## config.mk

```make
export PLATFORM = sky130hd
export DESIGN_NAME = sqcp_ctrl
export DESIGN_NICKNAME = d
export VERILOG_FILES = /design/src/sqcp_pkg.sv /design/src/sqcp_ctrl.sv
export SDC_FILE = /design/constraint.sdc
export NUM_CORES = 1
export LEC_CHECK = 0
export BUFFER_PORTS_ARGS = -buffer_cell sky130_fd_sc_hd__buf_4
export CAP_MARGIN = 20
export CELL_PAD_IN_SITES_DETAIL_PLACEMENT = 1
export CELL_PAD_IN_SITES_GLOBAL_PLACEMENT = 1
export CORE_MARGIN = 2
export CORE_UTILIZATION = 24
export CTS_CLUSTER_DIAMETER = 120
export DETAILED_ROUTE_END_ITERATION = 12
export HOLD_SLACK_MARGIN = 0.1
export PLACE_DENSITY = 0.74
export SLEW_MARGIN = 20
export SYNTH_ARGS = -nofsm -noshare
export SYNTH_HDL_FRONTEND = slang
export SYNTH_SLANG_ARGS = --single-unit
```

## constraint.sdc

```tcl
create_clock -name i_clk -period 1.2 [get_ports i_clk]
set_input_delay 0.18 -clock i_clk [delete_from_list [all_inputs] [get_ports i_clk]]
set_output_delay 0.18 -clock i_clk [all_outputs]
set_load 0.02 [all_outputs]
```

## src/sqcp_pkg.sv

```systemverilog
// ----------------------------------------------------------------------------
// sqcp_pkg
// Shared types, constants and codes of the sequential capacity partitioner.
// ----------------------------------------------------------------------------
package sqcp_pkg;

    localparam int SET_DEPTH_DEF  = 1024;
    localparam int NODE_EDGES_DEF = 64;

    localparam int CFG_IDX_W  = 2;
    localparam int CFG_DATA_W = 16;

    localparam logic [CFG_IDX_W-1:0] REG_MAX_NODES = 2'd0;
    localparam logic [CFG_IDX_W-1:0] REG_MAX_EDGES = 2'd1;
    localparam logic [CFG_IDX_W-1:0] REG_MAX_PARTS = 2'd2;

    localparam logic [15:0] MAX_NODES_RST = 16'd256;
    localparam logic [9:0]  MAX_EDGES_RST = 10'd1023;
    localparam logic [15:0] MAX_PARTS_RST = 16'd65535;

    localparam logic [1:0] STATUS_OK       = 2'd0;
    localparam logic [1:0] STATUS_PART_ERR = 2'd1;
    localparam logic [1:0] STATUS_NODE_OVF = 2'd2;

    localparam logic [16:0] NODE_COUNT_MAX = 17'h1FFFF;
    localparam logic [15:0] PART_MAX       = 16'hFFFF;

    typedef struct packed {
        logic        start_graph;
        logic        edge_valid;
        logic [31:0] edge_id;
        logic        node_last;
    } t_in_item;

    typedef struct packed {
        logic [15:0] part_index;
        logic [1:0]  status;
    } t_out_item;

    typedef enum logic [2:0] {
        S_IDLE,
        S_SCAN,
        S_CMP,
        S_FINISH,
        S_REPLAY,
        S_RLOAD,
        S_EMIT
    } t_state;

    typedef struct packed {
        logic accept;
        logic scan_start;
        logic scan_rd;
        logic scan_next;
        logic insert;
        logic finish;
        logic replay_start;
        logic replay_rd;
        logic replay_load;
        logic emit;
    } t_cmd;

    typedef struct packed {
        logic in_edge;
        logic in_last;
        logic item_last;
        logic scan_end;
        logic match;
        logic restart;
        logic replay_end;
        logic out_free;
    } t_stat;

endpackage

```

## src/sqcp_ctrl.sv

```systemverilog
// ----------------------------------------------------------------------------
// sqcp_ctrl
// Controller state machine that sequences set lookups, node ends and replays.
// ----------------------------------------------------------------------------
module sqcp_ctrl (
    input  logic            i_clk,
    input  logic            i_rst_n,
    input  logic            i_in_valid,
    output logic            o_in_ready,
    input  sqcp_pkg::t_stat i_stat,
    output sqcp_pkg::t_cmd  o_cmd
);

    sqcp_pkg::t_state r_state, n_state;
    logic             r_replay, n_replay;

    always_ff @(posedge i_clk) begin
        if (!i_rst_n) begin
            r_state  <= sqcp_pkg::S_IDLE;
            r_replay <= 1'b0;
        end else begin
            r_state  <= n_state;
            r_replay <= n_replay;
        end
    end

    always_comb begin
        n_state    = r_state;
        n_replay   = r_replay;
        o_cmd      = '0;
        o_in_ready = 1'b0;
        case (r_state)
            sqcp_pkg::S_IDLE: begin
                o_in_ready = 1'b1;
                n_replay   = 1'b0;
                if (i_in_valid) begin
                    o_cmd.accept = 1'b1;
                    if (i_stat.in_edge) begin
                        o_cmd.scan_start = 1'b1;
                        n_state          = sqcp_pkg::S_SCAN;
                    end else if (i_stat.in_last) begin
                        n_state = sqcp_pkg::S_FINISH;
                    end
                end
            end
            sqcp_pkg::S_SCAN: begin
                if (i_stat.scan_end) begin
                    o_cmd.insert = 1'b1;
                    if (r_replay) begin
                        n_state = sqcp_pkg::S_REPLAY;
                    end else if (i_stat.item_last) begin
                        n_state = sqcp_pkg::S_FINISH;
                    end else begin
                        n_state = sqcp_pkg::S_IDLE;
                    end
                end else begin
                    o_cmd.scan_rd = 1'b1;
                    n_state       = sqcp_pkg::S_CMP;
                end
            end
            sqcp_pkg::S_CMP: begin
                if (i_stat.match) begin
                    if (r_replay) begin
                        n_state = sqcp_pkg::S_REPLAY;
                    end else if (i_stat.item_last) begin
                        n_state = sqcp_pkg::S_FINISH;
                    end else begin
                        n_state = sqcp_pkg::S_IDLE;
                    end
                end else begin
                    o_cmd.scan_next = 1'b1;
                    n_state         = sqcp_pkg::S_SCAN;
                end
            end
            sqcp_pkg::S_FINISH: begin
                o_cmd.finish = 1'b1;
                if (i_stat.restart) begin
                    o_cmd.replay_start = 1'b1;
                    n_replay           = 1'b1;
                    n_state            = sqcp_pkg::S_REPLAY;
                end else begin
                    n_state = sqcp_pkg::S_EMIT;
                end
            end
            sqcp_pkg::S_REPLAY: begin
                if (i_stat.replay_end) begin
                    n_replay = 1'b0;
                    n_state  = sqcp_pkg::S_EMIT;
                end else begin
                    o_cmd.replay_rd = 1'b1;
                    n_state         = sqcp_pkg::S_RLOAD;
                end
            end
            sqcp_pkg::S_RLOAD: begin
                o_cmd.replay_load = 1'b1;
                o_cmd.scan_start  = 1'b1;
                n_state           = sqcp_pkg::S_SCAN;
            end
            sqcp_pkg::S_EMIT: begin
                if (i_stat.out_free) begin
                    o_cmd.emit = 1'b1;
                    n_state    = sqcp_pkg::S_IDLE;
                end
            end
            default: begin
                n_state = sqcp_pkg::S_IDLE;
            end
        endcase
    end

endmodule

```

==> flow_metrics.tcl, run 1 <==
set metrics [dict create \
    ioPinCount 22 \
    cts_tree "yes" \
    synth-adder-area-share_pct 0 \
    synth_top_family_by_area "simple AND/OR/NAND/NOR gates" \
    cpPeakStageDelay_ps 360 \
    violations "negative setup slack" \
    final.period_utilization_pct 126 \
    syn-instance-count 58 \
    gp_congestion 0.795 \
    grt_pass1_vias 593 \
    fin_skew_ps 8.44 \
    crit_type "register to output port" \
    setup_violations 15 \
    start_util_pct 25.9 \
    clock-sinks 4 \
    htreeDepth 1 \
    nets 111 \
    area_growth_pct 121 \
    routed_wl_um 1820 \
    status "finished, violations left" \
    crit_chain "buf_12, nor3_4, and2_4, a21o_1, buf_6" \
    ys_top_cells_by_count "nand2_1, a21oi_1, nor2_1, nor3_1, o21ai_0" \
    synth-warning-count 0 \
    ys_seq_area_share_pct 20.1 \
    synth_edf_count 0 \
    syn_nets 69 \
    antenna_found_initial 0 \
    hold_viol_final 0 \
    rows 14 \
    finalMaxSlewViolations 0 \
    die_w_um 44.8 \
    cp_max_fo 7 \
    rsz0062_at_grt "true" \
    worstPathArrival_ps 1340 \
    min_period_ps 1520 \
    max_slew_margin_pct 80.6 \
    finalPower_mw 1.16 \
    cp_slowest_cell "dfxtp_4" \
    diodes 0 \
    grt_max_degree 12 \
    synth_xor_area_share_pct 0 \
    register_area_um2 91.3 \
    core_area_um2 1540 \
    p_per_area_nw_per_um2 1310 \
    setup.worst_path.start_class "register" \
    p_leak_nw 0.416 \
    hpwl_um 1140 \
    vias 587 \
    die_area_um2 2010 \
    cp_top_family "simple AND/OR/NAND/NOR gates" \
    drv_cap 0 \
    worstSetupEndpointType "output port" \
    clk_pin_slew_ps 50 \
    synth_seq_cells 4 \
    multi_input_area_um2 375 \
    synthMuxAreaShare_pct 0 \
    root_buffer "clkbuf_4" \
    track_usage_pct 19.4 \
    async_reset_ff_share_pct 0 \
    drc_errors 0 \
    synth_compound_area_share_pct 26.3 \
    synth_area_um2 399 \
    synth_cell_types 26 \
    die_h_um 44.8 \
    numCtsBuffers 3 \
    place_area_um2 667 \
    final_cell_area_um2 882 \
    yosysTopAreaCellShare_pct 20.1 \
    wl_per_cell_um 15.9 \
    synth_area_leaders "dfxtp_1, a21oi_1, nor3_1" \
    drt_iter0_markers 8 \
    tightest_slew_ps 289 \
    synth-simple-area-share_pct 44.8 \
    numPortBuffers 21 \
    clk_latency_ps 240 \
    grt-ovfl-total 0 \
    worst-path-buf-inv 2 \
    ir_drop_uv 685 \
    postRouteAntennaNets 0 \
    nFillCells 187 \
    via_per_inst 5.15 \
    pre_cts_slack_ps -106 \
    clk_path_buf_depth 2 \
    synth_ff_type "dfxtp_1" \
    setup_ws_ps -315 \
    drive_gt1_share_pct 67.3 \
    hold_path.class "input pin to register" \
    yosysTopAreaCell "dfxtp_1" \
    dr.pass1.iters 4 \
    grt_pass1_wl_um 2770 \
    fmax_ghz 0.660 \
    avgSynthCellArea_um2 6.88 \
    critPathRequiredTime_ps 1020 \
    post-synth-top-count-cell "nand2_1" \
]
-- cell usage in the layout (no fill, tap or decap), types with 2 or more instances in the layout --
| cell type | Yosys | routed |
|---|---|---|
| a21o_1 | 3 | 3 |
| a21oi_1 | 5 | 2 |
| a21oi_2 | 0 | 3 |
| and2_4 | 1 | 2 |
| buf_4 | 2 | 28 |
| buf_6 | 1 | 12 |
| clkbuf_4 | 0 | 3 |
| dfxtp_4 | 0 | 3 |
| nand2_1 | 6 | 4 |
| nand3b_1 | 2 | 2 |
| nor2_1 | 5 | 3 |
| nor2b_1 | 3 | 3 |
| nor3_1 | 5 | 2 |
| nor3_4 | 0 | 2 |
| o21ai_0 | 5 | 5 |
-- metal layers --
layer  up-vias  wire (um)  track usage, %
met5         -          0               0
met4         0          7            8.24
met3         2         45            5.60
met2        10        901            31.9
met1       290        861            23.5
li1        285          -               -
-- flip-flops by register name, indices dropped and copies added, names as in the netlist --
signal	cells
r_state	3
r_replay	1
-- final timing paths --
check	depth (start not counted)	slack, ps	start	endpoint
worst min register to register	3	640	r_replay	r_replay
worst min-delay path	2	180	i_rst_n	r_state[2]
worst max register to register	5	-160	r_state[1]	r_state[1]
worst max-delay path	5	-320	r_state[1]	o_cmd[8]
-- cell families (layout without fill, tap and decap cells) --
group / count (synthesis) / in the layout
AOI/OAI and AO/OA: 17 / 17
buffers and inverters: 5 / 45
DFF: 4 / 4
and+or+nand+nor: 32 / 32
-- cell type report --
| class | count | share of cell area [%] |
|---|---|---|
| Timing Repair Buffer | 41 | 41.4 |
| Tap cell | 16 | 2.27 |
| Multi-Input combinational cell | 49 | 42.6 |
| Clock buffer | 3 | 2.55 |
| Sequential cell | 4 | 10.4 |
| Inverter | 1 | 0.851 |
-- power breakdown --
| part | switching [mW] | internal [mW] |
|---|---|---|
| combinational | 0.353 | 0.417 |
| sequential | 0.0445 | 0.161 |
| clock | 0.0667 | 0.113 |
-- through the flow --
| step | hold slack [ps] | util (%) | std cells | setup TNS (ps) |
|---|---|---|---|---|
| floorplan | 286 | - | 58 | -491 |
| global placement | 425 | 43.3 | 101 | -166 |
| detailed placement | 431 | 43.3 | 101 | -363 |
| CTS | 181 | 50.1 | 108 | -2290 |
| global route | 185 | 57.2 | 114 | -3280 |
| finish | 179 | 57.2 | 114 | -2620 |
-- repair_timing --
item | in CTS | in global routing
hold buffers | 0 | 0
setup buffers | 4 | 7
cloned | 0 | 0
pin swaps | 3 | 7
setup endpoints to repair | 14 | 15
resized for setup | 16 | 19
(Power assumes the default switching activity.)
==> run 2: changes to the inputs <==
CORE_MARGIN = not set   (was 2)
==> run 2 against run 1 <==
  * The flow still finishes with violations (negative setup slack)
  * Combinational power grew 25%
  * Flip-flop and latch count is the same
  * Clock power shrank 4%
  * Setup slack gained 18 ps
  * Largest cell class is now non-clock buffers
  * Highest routed layer unchanged
==> flow_metrics.tcl, run 2 (same netlist as run 1, synthesis figures left out) <==
set metrics [dict create \
    setup_ws_ps -297 \
    start_util_pct 26.2 \
    numPortBuffers 21 \
    r2r_slack_ps -230 \
    drv_cap 0 \
    htreeDepth 1 \
    p_switching_uw 525 \
    hpwl_um 1160 \
    track_usage_pct 22.3 \
    area_growth_pct 141 \
    root_buffer "clkbuf_4" \
    clk_path_buf_depth 2 \
    critPathRequiredTime_ps 1020 \
    seqPwrFrac_pct 14.8 \
    grt_pass1_wl_um 3040 \
    die_area_um2 1830 \
    min_period_ps 1500 \
    nets 120 \
    finalMaxSlewViolations 0 \
    antenna_found_initial 0 \
    final.period_utilization_pct 125 \
    worstRegToRegCells 6 \
    fin_skew_ps 6.62 \
    hold_viol_final 0 \
    rsz0062_at_grt "true" \
    clock-sinks 4 \
    worstSetupEndpointType "output port" \
    max_slew_margin_pct 81.4 \
    p_per_area_nw_per_um2 1380 \
    power.share.clock_pct 13.0 \
    rows 14 \
    status "finished, violations left" \
    swShare_pct 39.4 \
    setup_violations 14 \
    fmax_ghz 0.668 \
    postRouteAntennaNets 0 \
    p_leak_nw 0.468 \
    power.internal_uw 806 \
    drt_iter0_markers 9 \
    placedCellCount 104 \
    ioPinCount 22 \
    gp_congestion 0.783 \
    drc_errors 0 \
    tns_ps -3070 \
    final_common_cell "buf_4" \
    hold_path_depth 2 \
    ir_drop_uv 978 \
    grt-ovfl-total 0 \
    grt_max_degree 7 \
    regMostFlops "r_state" \
    largest_reg_flops 3 \
    tightest_slew_ps 275 \
    diodes 0 \
    combPwrFrac_pct 72.2 \
    wl_per_cell_um 19.5 \
    cp_max_fo 5 \
    cts_hold_buf 0 \
    grt_pass1_vias 642 \
    crit_type "register to output port" \
    top_regs "r_state: 3 flops, r_replay: 1 flops" \
    via_per_inst 5.30 \
    worstPathArrival_ps 1320 \
    cts_tree "yes" \
    clk_latency_ps 240 \
    whs_ps 223 \
    routed_wl_um 2400 \
    violations "negative setup slack" \
    vias 652 \
    clk_pin_slew_ps 40 \
    drive_gt1_share_pct 70.1 \
    final_cell_mix "buf_4, buf_6, o21ai_0" \
    fin_cells 123 \
    die_w_um 42.8 \
    numCtsBuffers 3 \
    die_h_um 42.8 \
    setup.worst_path.start_class "register" \
    hold_path.class "input pin to register" \
    core_area_um2 1520 \
    dr.pass1.iters 4 \
]
-- run 2: power groups by stage --
| stage | registers (mW) | clock network, mW | logic, mW |
|---|---|---|---|
| finish | 0.198 | 0.172 | 0.961 |
| global placement | 0.197 | 0 | 0.542 |
| CTS | 0.191 | 0.184 | 0.791 |
| detailed placement | 0.198 | 0 | 0.553 |
| floorplan | 0.172 | 0 | 0.343 |
| global route | 0.200 | 0.185 | 1.00 |
-- run 2: worst paths after layout --
| path | from | to |
|---|---|---|
| setup / recovery | r_state[1] | o_cmd[5] |
| hold / removal | i_rst_n | r_state[2] |
| setup reg to reg | r_state[0] | r_state[2] |
| hold reg to reg | r_replay | r_replay |
-- run 2: critical path, cell delays in order (launching register included) --
cell      delay [ps]
dfxtp_4          350
buf_4            140
buf_6            110
buf_6            120
nand2b_4         150
nor2_4            90
buf_6            120
-- run 2: area by class of cell --
type / count / area, um^2
clock buffer: 3 / 22.5
multi-input combinational: 49 / 378
inverter: 1 / 7.51
sequential: 4 / 91.3
timing repair buffer: 50 / 444
tap: 16 / 20.0
fill: 191 / 561
-- run 2: timing repair --
action | in CTS | in global routing
setup buffers | 12 | 4
endpoints found under the setup margin | 14 | 15
cloned | 0 | 0
pin swaps | 14 | 6
resized for setup | 24 | 13
-- run 2: routing by layer --
metal	global-route usage, %	vias to the layer above	share of wire, %
met5	0	-	0
met4	8.75	0	0.63
met3	1.70	2	2.1
met2	35.8	13	50
met1	30.4	333	47
li1	-	304	-
-- run 2: per-stage QoR --
step                      area (um^2)  utilization [%]  setup WS, ps  power (mW)
after global placement            677             44.4         -91.5       0.739
after detailed placement          677             44.4          -102       0.751
after CTS                         890             58.4          -257        1.17
after floorplan                   437                -          -166       0.516
final                             963             63.2          -297        1.33
after global routing              963             63.2          -327        1.39
==> run 3: changes to the inputs <==
CELL_PAD_IN_SITES_DETAIL_PLACEMENT = not set   (was 1)
CELL_PAD_IN_SITES_GLOBAL_PLACEMENT = not set   (was 1)
CORE_AREA = 2 2 39 41   (was not set)
CORE_UTILIZATION = not set   (was 24)
DIE_AREA = 0 0 41 43   (was not set)
PLACE_DENSITY = 0.64   (was 0.74)
==> run 3 against run 2 <==
  * The run still ends with negative setup slack left
  * Non-clock buffer count shrank 5
  * Count of clock-buffer cells in the layout is the same
  * Power fell by 7.8%
  * Clock power decreased by 3%
  * First-iteration DRC count shrank 56%
  * Critical path depth fell by 1
  * Final cell count is 4.1% lower
  * Hold slack got worse by 28 ps
  * Combinational power shrank 10%
  * Flip-flop and latch count unchanged
  * Highest routed layer unchanged
==> flow_metrics.tcl, run 3 (same netlist as run 1, synthesis figures left out) <==
set metrics [dict create \
    cpPeakStageDelay_ps 350 \
    setup.worst_path.start_class "register" \
    drc_errors 0 \
    setup_ws_ps -261 \
    grt_max_degree 8 \
    clk_path_buf_depth 2 \
    start_util_pct 28.8 \
    finalPower_mw 1.23 \
    worstRegToRegCells 6 \
    core_area_um2 1380 \
    diodes 0 \
    crit_type "register to output port" \
    hold_path_depth 3 \
    worst-path-buf-inv 2 \
    cp.depth 5 \
    seqPwrFrac_pct 16.2 \
    clk_pin_slew_ps 40 \
    p_per_area_nw_per_um2 1330 \
    max_slew_margin_pct 82.8 \
    fin_cells 118 \
    fmax_ghz 0.684 \
    combPwrFrac_pct 70.3 \
    via_per_inst 5.30 \
    whs_ps 194 \
    grt-ovfl-total 0 \
    p_leak_nw 0.443 \
    die_area_um2 1760 \
    hpwl_um 1000 \
    track_usage_pct 19.7 \
    multi_input_area_um2 394 \
    critPathRequiredTime_ps 1020 \
    largest_reg_flops 3 \
    dr.pass1.iters 4 \
    drt_iter0_markers 4 \
    die_h_um 43 \
    cts_tree "yes" \
    path_common_cell "buf_6" \
    hold_viol_final 0 \
    power.share.clock_pct 13.5 \
    p_switching_uw 479 \
    wl_per_cell_um 15.2 \
    cts_hold_buf 0 \
    numCtsBuffers 3 \
    top_regs "r_state: 3 flops, r_replay: 1 flops" \
    die_w_um 41 \
    placedCellCount 104 \
    hold_path.class "input pin to register" \
    drive_gt1_share_pct 71.6 \
    status "finished, violations left" \
    violations "negative setup slack" \
    final.period_utilization_pct 122 \
    clk_latency_ps 230 \
    timing.rr.start "r_state[1]" \
    hp-start "i_rst_n" \
    clock-sinks 4 \
    worstPathArrival_ps 1280 \
    routed_wl_um 1800 \
    gp_congestion 0.794 \
    tightest_slew_ps 257 \
    drv_cap 0 \
    crit_chain "buf_6, nor3_4, and2_4, a21o_1, buf_6" \
    antenna_found_initial 0 \
    vias 625 \
    nets 115 \
    numPortBuffers 21 \
    rows 14 \
    register_area_um2 91.3 \
    cp_max_fo 5 \
    grt_pass1_wl_um 2370 \
    postRouteAntennaNets 0 \
    ir_drop_uv 749 \
    final_cell_mix "buf_4, buf_6, o21ai_0, a21oi_2" \
    power.internal_uw 747 \
    min_period_ps 1460 \
    finalMaxSlewViolations 0 \
    area_growth_pct 131 \
    setup_violations 14 \
    crit_start "r_state[1]" \
    final_common_cell "buf_4" \
    ioPinCount 22 \
    fin_skew_ps 1.39 \
    worstSetupEndpointType "output port" \
    nFillCells 122 \
    regMostFlops "r_state" \
    cp_top_family "flip-flops" \
    swShare_pct 39.1 \
    root_buffer "clkbuf_4" \
    htreeDepth 1 \
    rsz0062_at_grt "true" \
    grt_pass1_vias 577 \
    cp_slowest_cell "dfxtp_4" \
]
[run 3: routing by layer]
metal  global-route usage (%)  part of all wire [%]  wire length (um)  up-vias
met2                     32.2                    57              1020       17
met1                     21.3                    39               700      312
met3                     5.24                   3.6                65        2
li1                         -                     -                 -      294
met5                        0                     0                 0        -
met4                     11.3                  0.67                12        0
[run 3: final timing paths]
| kind | endpoint | slack [ps] |
|---|---|---|
| setup reg to reg | r_state[2] | -190 |
| hold reg to reg | r_replay | 620 |
| hold / removal | r_state[0] | 190 |
| setup / recovery | o_cmd[8] | -260 |
[run 3: worst reg2reg max path, delay by kind of cell, from the launching register on]
family | cells | cell delay, ps
flip-flops | 1 | 350
AO/OA/AOI/OAI | 1 | 310
buffers and inverters | 2 | 260
AND/OR/NAND/NOR | 3 | 350
[run 3: repair_timing]
| action | in CTS | in global routing |
|---|---|---|
| gates resized for setup | 26 | 14 |
| pin swaps | 13 | 2 |
| setup endpoints to repair | 13 | 14 |
| setup buffers | 9 | 3 |
| endpoints found under the hold margin | 0 | 0 |
[run 3: power groups by stage]
stage | Sequential, mW | Combinational (mW) | Clock, mW
after floorplan | 0.172 | 0.343 | 0
after global placement | 0.196 | 0.538 | 0
after detailed placement | 0.198 | 0.542 | 0
after CTS | 0.194 | 0.734 | 0.178
after global routing | 0.201 | 0.904 | 0.186
final | 0.199 | 0.862 | 0.166
[run 3: final cells by class]
class | instances | area share (%)
timing repair buffer | 45 | 42.0
clock buffer | 3 | 2.45
tap | 16 | 2.17
sequential | 4 | 9.92
multi-input combinational | 49 | 42.8
inverter | 1 | 0.679
[run 3: per-stage QoR]
step	TNS [ps]	instance area (um^2)	utilization, %	setup WS, ps
2_1_floorplan	-491	437	-	-166
3_3_place_gp	-284	677	48.9	-105
3_5_place_dp	-244	677	48.9	-96.3
4_1_cts	-1870	847	61.2	-265
5_1_grt	-2660	921	66.5	-299
6_report	-2030	921	66.5	-261
